===== config.mk =====
export PLATFORM = sky130hd
export DESIGN_NAME = rcs_key_cmp
export DESIGN_NICKNAME = d
export VERILOG_FILES = /design/src/design/rcs_pkg.sv /design/src/design/rcs_key_cmp.sv
export SDC_FILE = /design/constraint.sdc
export NUM_CORES = 1
export LEC_CHECK = 0
export ABC_AREA = 0
export BUFFER_PORTS_ARGS = -buffer_cell sky130_fd_sc_hd__buf_2
export CAP_MARGIN = 40
export CORE_MARGIN = 3
export CORE_UTILIZATION = 40
export DETAILED_ROUTE_END_ITERATION = 7
export GPL_TIMING_DRIVEN = 0
export PLACE_DENSITY = 0.86
export SLEW_MARGIN = 15
export SYNTH_ARGS = -nofsm -noshare
export SYNTH_HDL_FRONTEND = slang
export SYNTH_SLANG_ARGS = --single-unit

===== constraint.sdc =====
create_clock -name vclk -period 3.7
set_input_delay 0.555 -clock vclk [all_inputs]
set_output_delay 0.555 -clock vclk [all_outputs]
set_load 0.1 [all_outputs]

===== src/design/rcs_pkg.sv =====
package rcs_pkg;

  localparam int WORDS_PER_REC = 12;
  localparam logic [3:0] LAST_WORD = 4'd11;

  localparam logic [1:0] MODE_LOAD   = 2'd0;
  localparam logic [1:0] MODE_FINISH = 2'd1;
  localparam logic [1:0] MODE_READ   = 2'd2;

  localparam logic [1:0] ST_OK      = 2'd0;
  localparam logic [1:0] ST_PARTIAL = 2'd1;
  localparam logic [1:0] ST_FULL    = 2'd2;
  localparam logic [1:0] ST_BADRD   = 2'd3;

  typedef enum logic [2:0] {
    S_IDLE,
    S_RDOUT,
    S_NEXT,
    S_TEST,
    S_CMP
  } state_t;

  typedef struct packed {
    logic init;
    logic wr;
    logic take_left;
  } cell_ctl_t;

  // Byte-reversed key slice of one record word: lower byte index ends up more
  // significant, bytes outside the key are zeroed.
  function automatic logic [63:0] key_slice(input logic [63:0] word, input logic [3:0] widx);
    logic [63:0] rev;
    rev = '0;
    for (int b = 0; b < 8; b++) begin
      rev[8*(7-b) +: 8] = word[8*b +: 8];
    end
    if (widx == 4'd0) begin
      rev[63:32] = '0;
    end else if (widx == LAST_WORD) begin
      rev[15:0] = '0;
    end
    return rev;
  endfunction

endpackage


===== src/design/rcs_key_cmp.sv =====
module rcs_key_cmp (
  input  logic [63:0] word_a,
  input  logic [63:0] word_b,
  input  logic [3:0]  widx,
  output logic        lt,
  output logic        gt
);
  import rcs_pkg::*;

  logic [63:0] ka, kb;

  always_comb begin
    ka = key_slice(word_a, widx);
    kb = key_slice(word_b, widx);
    lt = ka < kb;
    gt = ka > kb;
  end

endmodule


==> results_dict.tcl <==
set metrics [dict create \
    die_area_um2 5820 \
    cts_hold_buffers 0 \
    crit_slowest_cell "or4_4" \
    fmax_ghz 0.255 \
    syn2layout_area_growth_pct 65.4 \
    netlist_area_um2 1980 \
    synth.top_cell.area_share_pct 40.5 \
    syn-num-nets 479 \
    grt_pass1_vias 2682 \
    status "finished, violations left" \
    drtAntennaViolNets 0 \
    pwr_density_cell_nw_per_um2 118 \
    start_util_pct 43.3 \
    grt_max_degree 11 \
    cp-start-kind "primary input" \
    ys_seq_area_share_pct 0 \
    failed_checks "setup timing" \
    grt_overflow_total 0 \
    drt_iter0_drc 91 \
    avgSynthCellArea_um2 6.98 \
    ys_types 34 \
    n_antenna_cell 0 \
    synth_common_cells "ha_1 (64), nand2_1 (56), and2_1 (49)" \
    worst-path-buf-inv 4 \
    crit_type "in2out" \
    netlist_instances 283 \
    cp_common_cell "buf_6" \
    drv_cap 0 \
    core_um2 4560 \
    cp.required_ps 3140 \
    slew_viol_final 0 \
    synth_most_common_cell "ha_1" \
    seq_cells 0 \
    worst_pin_slew_ps 449 \
    setup_violations 2 \
    grt_pass1_wl_um 11100 \
    fp.dieW_um 76.3 \
    yosys-top-cells-area "ha_1 (41%), and2_1 (16%), nand2_1 (11%)" \
    nets 627 \
    routed_via_density 5.18 \
    rsz0062_at_grt "yes" \
    vdd_ir_drop_max_uv 67.0 \
    port_buffers 134 \
    clkbuf_count 0 \
    setup_ws_ps -228 \
    yosysWarnings 0 \
    synth_top_area_cell "ha_1" \
    seqCellArea_um2 0 \
    rows 24 \
    track_usage_pct 21.5 \
    cp_cell_sequence "buf_6, or4_4, buf_8, buf_6, and2_4, ha_4, nand4_1, nor3_2, and4_4, and3_4, o31ai_4, a22oi_2, buf_12" \
    firstDrtPassIters 4 \
    p_leak_uw 0.00182 \
    min_period_ps 3930 \
    post-route-period-util_pct 106 \
    max_stage_delay_ps 620 \
    layout.cells.non_filler 494 \
    hp-class "in2out" \
    avgRoutedWirePerCell_um 13.3 \
    relSlewSlack_pct 69.8 \
    via_count 2559 \
    routabilityCongestion 0.858 \
    final_util_pct 71.6 \
    cp.arrival_ps 3370 \
    finalHoldViolCount 0 \
    route.detailed.drc 0 \
    critical_path.max_fanout 7 \
    dp_cells 482 \
    fill_cells 372 \
    dpl.hpwl_um 5430 \
    drive_gt1_share_pct 47.1 \
    io_pins 134 \
    die_h_um 76.3 \
    antenna_found_initial 0 \
    end_kind "output port" \
    crit_family "simple AND/OR/NAND/NOR gates" \
    drt_wl_total_um 6590 \
]
[through the flow]
| step | total power (uW) | worst slack (ps) | hold WS [ps] | TNS [ps] | cell area [um^2] |
|---|---|---|---|---|---|
| 2_1_floorplan | 214 | -345 | 1790 | -606 | 2180 |
| 3_3_place_gp | 315 | -651 | 2030 | -1100 | 2930 |
| 3_5_place_dp | 329 | -673 | 2030 | -1140 | 2930 |
| 4_1_cts | 372 | -220 | 1940 | -400 | 3200 |
| 5_1_grt | 434 | -319 | 1980 | -632 | 3270 |
| 6_report | 384 | -228 | 1950 | -441 | 3270 |
[layout by cell type (no fill, tap or decap), types with 3 or more instances in the layout]
master      n
nor2_1      4
ha_1       47
nand2_1    55
and2_1     30
buf_2     130
o21ai_0     4
nand3_1     7
a21oi_1    23
ha_4       17
inv_1      16
a21o_1      8
buf_4       8
nand4_1    12
buf_6       6
clkbuf_1    3
and2_4     20
[report_power, final]
part           switching, uW  total [uW]  internal [uW]  leakage [uW]
Clock                      0           0              0             0
Sequential                 0           0              0             0
Combinational            180         384            204       0.00182
[path summary, 6_finish.rpt]
kind,from,end,slack (ps),depth (start not counted)
max,widx[0],gt,-230,13
min,word_a[7],lt,1950,7
[cell families after synthesis]
group | share of synthesized area [%]
AO/OA/AOI/OAI | 16.6
adder cells (fa/ha/maj) | 40.5
buffers and inverters | 4.94
AND/OR/NAND/NOR | 37.9
[repair_timing]
action	in CTS	in global routing
pin swaps	16	14
setup buffers	12	0
gates cloned	1	0
resized for setup	34	12
endpoints found under the setup margin	2	2
[per-layer routing]
layer	up-vias	wire, um	global-route usage [%]
met2	82	3530	42.5
met3	7	336	2.60
met4	0	72	3.44
met5	-	0	0
li1	1301	-	-
met1	1169	2660	24.6
[tightest hold or removal path, stage by stage]
cell and delay, ps:
buf_2 80, and2_4 130, ha_4 110, a221o_1 150, nor4b_4 70, and2_4 140, buf_12 150
[final cells by class]
type                       instances  area [um^2]  share of cell area (%)
multi-input combinational        257         2210                    67.6
timing repair buffer             147          826                    25.3
tap                               65         81.3                    2.49
buffer                             9         91.3                    2.80
inverter                          16         60.1                    1.84
(Power assumes the default switching activity.)
