$ cat src/design/rcs_pkg.sv
package rcs_pkg;

  localparam int WORDS_PER_REC = 12;
  localparam logic [3:0] LAST_WORD = 4'd11;

  localparam logic [1:0] MODE_LOAD   = 2'd0;
  localparam logic [1:0] MODE_FINISH = 2'd1;
  localparam logic [1:0] MODE_READ   = 2'd2;

  localparam logic [1:0] ST_OK      = 2'd0;
  localparam logic [1:0] ST_PARTIAL = 2'd1;
  localparam logic [1:0] ST_FULL    = 2'd2;
  localparam logic [1:0] ST_BADRD   = 2'd3;

  typedef enum logic [2:0] {
    S_IDLE,
    S_RDOUT,
    S_NEXT,
    S_TEST,
    S_CMP
  } state_t;

  typedef struct packed {
    logic init;
    logic wr;
    logic take_left;
  } cell_ctl_t;

  // Byte-reversed key slice of one record word: lower byte index ends up more
  // significant, bytes outside the key are zeroed.
  function automatic logic [63:0] key_slice(input logic [63:0] word, input logic [3:0] widx);
    logic [63:0] rev;
    rev = '0;
    for (int b = 0; b < 8; b++) begin
      rev[8*(7-b) +: 8] = word[8*b +: 8];
    end
    if (widx == 4'd0) begin
      rev[63:32] = '0;
    end else if (widx == LAST_WORD) begin
      rev[15:0] = '0;
    end
    return rev;
  endfunction

endpackage

$ cat src/design/rcs_cell.sv
// One slot of the sorted order; on a shift it takes its left neighbor.
module rcs_cell #(
  parameter int IW  = 6,
  parameter int IDX = 0
) (
  input  logic               clk,
  input  rcs_pkg::cell_ctl_t ctl,
  input  logic [IW-1:0]      pos,
  input  logic [IW-1:0]      wval,
  input  logic [IW-1:0]      left,
  output logic [IW-1:0]      val
);
  import rcs_pkg::*;

  logic [IW-1:0] val_r, val_nxt;

  always_comb begin
    val_nxt = val_r;
    if (ctl.init) begin
      val_nxt = IW'(IDX);
    end else if (ctl.wr && pos == IW'(IDX)) begin
      val_nxt = ctl.take_left ? left : wval;
    end
  end

  always_ff @(posedge clk) begin
    val_r <= val_nxt;
  end

  assign val = val_r;

endmodule
$ cat config.mk
export PLATFORM = sky130hd
export DESIGN_NAME = rcs_cell
export DESIGN_NICKNAME = d
export VERILOG_FILES = /design/src/design/rcs_pkg.sv /design/src/design/rcs_cell.sv
export SDC_FILE = /design/constraint.sdc
export NUM_CORES = 1
export LEC_CHECK = 0
export ABC_AREA = 1
export CAP_MARGIN = 20
export CORE_AREA = 5 5 42 44
export CTS_CLUSTER_DIAMETER = 40
export DETAILED_ROUTE_END_ITERATION = 10
export DIE_AREA = 0 0 47 49
export DONT_BUFFER_PORTS = 1
export GPL_TIMING_DRIVEN = 0
export PLACE_DENSITY = 0.48
export SLEW_MARGIN = 30
export SYNTH_ARGS = -nofsm -noshare
export SYNTH_HDL_FRONTEND = slang
export SYNTH_SLANG_ARGS = --single-unit
export TNS_END_PERCENT = 30
$ cat constraint.sdc
create_clock -name clk -period 1.6 [get_ports clk]
set_clock_uncertainty 0.1 [all_clocks]
set_input_delay 0.08 -clock clk [delete_from_list [all_inputs] [get_ports clk]]
set_output_delay 0.08 -clock clk [all_outputs]
set_load 0.02 [all_outputs]
==> metrics.csv <==
stage,metric,value,unit
worst_setup_path,critical path endpoint category,register,
die,Rows,14,
detailed_routing,routed vias/inst,4.07,
detailed_routing,Iteration-0 DRC Markers,1,
timing,TNS Setup,0,ns
detailed_routing,DR WL/cell,9.30,um
yosys,Mean Syn Cell Area,5.77,sq um
detailed_routing,drt first pass iters,3,
yosys,Yosys reg bits,6,
clock_network,CTS tree,done,
die,Core ar.,0.00140,sq mm
cells_and_area,Storage cell area,120,sq um
timing,Final Hold Fails,0,
yosys,top post-synthesis cells by count,"nand2_1, nor2_1, inv_1, a21oi_1, dfxtp_1",
yosys,Synth Area in Simple Gates,41.8,%
detailed_routing,final wirelength,772,um
detailed_routing,Detail Route Antenna Nets,0,
timing,Max Slew Vio Count,0,
global_routing,initial antenna violation count,0,
clock_network,CTS max path bufs,2,
power,maximum vdd ir drop,0.000208,V
worst_setup_path,Worst EP arrival,1.46,ns
die,I/O pin total,28,
clock_network,Sink Count,6,
worst_setup_path,Worst Path Required,1.68,ns
timing,fin crit share,86.3,%
placement,input/output buffers,0,
timing,final setup vio count,0,
run,max-capacitance violation count,0,
die,Die W,47,um
timing,Worst-Margin Slew,0.238,ns
global_routing,GRT Util Overall,7.05,%
yosys,complex-gate fraction of the synthesized area,9.13,%
clock_network,CTS buffer count,3,
yosys,synth warn,0,
cells_and_area,FILL cells,175,
yosys,Synth Area in Adders,0,%
cells_and_area,Multi-input gate area,168,sq um
yosys,post-synth design cell area,329,sq um
detailed_routing,via count,338,
power,P per Cell Area,750,mW/mm^2
placement,global placement routability congestion,0.652,
worst_setup_path,worst-path maximum fanout,6,
yosys,xor/xnor share of the synthesized area,0,%
global_routing,first-pass GRT wire length,1120,um
power,static leakage,0.223,nW
yosys,Post-synth EDFFs,0,
detailed_routing,Remaining DRCs,0,
yosys,"area leader, netlist",dfxtp_1,
timing,Slew HR,84.1,%
cells_and_area,end-of-flow core utilization,31.5,%
clock_network,Setup Buffers After CTS,0,
clock_network,cts hold-fix bufs,7,
worst_hold_path,worst min-delay path class,input port to register,
clock_network,Clock Pin Slew Worst Setup and Hold Paths,0.04,ns
yosys,Synth top area share,36.5,%
cells_and_area,layout cell share with drive strength beyond 1,7.46,%
worst_setup_path,CP Launch Type,input port,
clock_network,H-tree depth,1,
global_routing,vias in the first global route,313,
die,Die Y,49,um
yosys,dominant synthesized flop cell,dfxtp_1,
yosys,Synth cell types,7,
yosys,Synth Instances,57,
yosys,most common cell in the netlist,nand2_1,
run_status,run status,"finished, final reports clean",
cells_and_area,nets@finish,91,
clock_network,Clk Tree Root Cell,clkbuf_4,
die,Initial Util,23.5,%
clock_network,Post-CTS Resized,0,
global_routing,GR Overflow Total,0,
yosys,main combinational cell family by area after synthesis,simple AND/OR/NAND/NOR gates,
yosys,sequential share of the synthesized area,36.5,%
clock_network,Worst-Skew Late Latency,0.24,ns
global_routing,largest net degree at the start of global routing,11,
timing,RSZ-0062 raised after global routing,false,
yosys,"Net Count, Synth",79,
power,Tot Pwr,0.331,mW
worst_setup_path,WS Path Type,input port to register,
yosys,"Async S/R FF share, synth",0,%
yosys,"top cells by area, synth","dfxtp_1, nand2_1, nor2_1",
timing,f_max,724,MHz
timing,final worst path period need,1.38,ns
yosys,post-synthesis mux area share,0,%
die,die area,0.00230,sq mm
cells_and_area,n_diodes,0,
cells_and_area,P&R area growth vs syn,34.2,%
cells_and_area,max reg flops,6,
[layout by cell type (no fill, tap or decap)]
master / count
a21oi_1: 6
buf_6: 1
clkbuf_4: 3
dfxtp_1: 6
dlygate4sd3_1: 7
inv_1: 8
nand2_1: 20
nor2_1: 15
nor2_2: 1
[layout make-up]
| type | count | area share (%) |
|---|---|---|
| repair buffers | 7 | 15.9 |
| plain buffers | 1 | 2.55 |
| well taps | 16 | 4.53 |
| flip-flops and latches | 6 | 27.2 |
| clock buffers | 3 | 5.10 |
| inverters | 8 | 6.80 |
| multi-input cells | 42 | 38.0 |
[critical path, cell delays in order]
cell	delay [ns]
dlygate4sd3_1	0.54
inv_1	0.14
nand2_1	0.07
dlygate4sd3_1	0.55
nor2_1	0.08
[logic make-up after synthesis]
logic type / after synthesis
compound gates: 6
flops: 6
buf+inv: 9
simple gates: 36
[per-stage QoR]
step                      instances  hold slack, ns  area [sq um]  setup WS, ns
after floorplan                  57           0.182           329         0.767
after global placement           73           0.207           349         0.710
after detailed placement         73           0.208           349         0.702
after CTS                        83          0.0306           442         0.249
after global routing             83          0.0720           442         0.139
final                            83          0.0403           442         0.220
[metal layers]
| metal | routed length [um] | track usage, % | share of wire (%) | up-vias |
|---|---|---|---|---|
| li1 | - | - | - | 188 |
| met1 | 272 | 6.39 | 35 | 126 |
| met2 | 353 | 9.95 | 46 | 21 |
| met3 | 116 | 2.21 | 15 | 3 |
| met4 | 30 | 9.68 | 3.9 | 0 |
| met5 | 0 | 0 | 0 | - |
[power by group]
| group | leakage [nW] | switching (mW) | internal [mW] |
|---|---|---|---|
| Clock | 0.0138 | 0.0535 | 0.0848 |
| Sequential | 0.0484 | 0.00205 | 0.151 |
| Combinational | 0.161 | 0.0177 | 0.0222 |
| Total | 0.223 | 0.0732 | 0.258 |
[path summary, 6_finish.rpt]
path                            startpoint  endpoint  slack (ns)  cells past startpoint
worst min register to register      val[5]    val[5]        0.48                      2
worst max register to register      val[1]    val[1]        0.83                      2
worst min-delay path                ctl[0]    val[0]        0.04                      6
worst max-delay path                ctl[2]    val[1]        0.22                      5
Power figures use the tool's default switching activity.
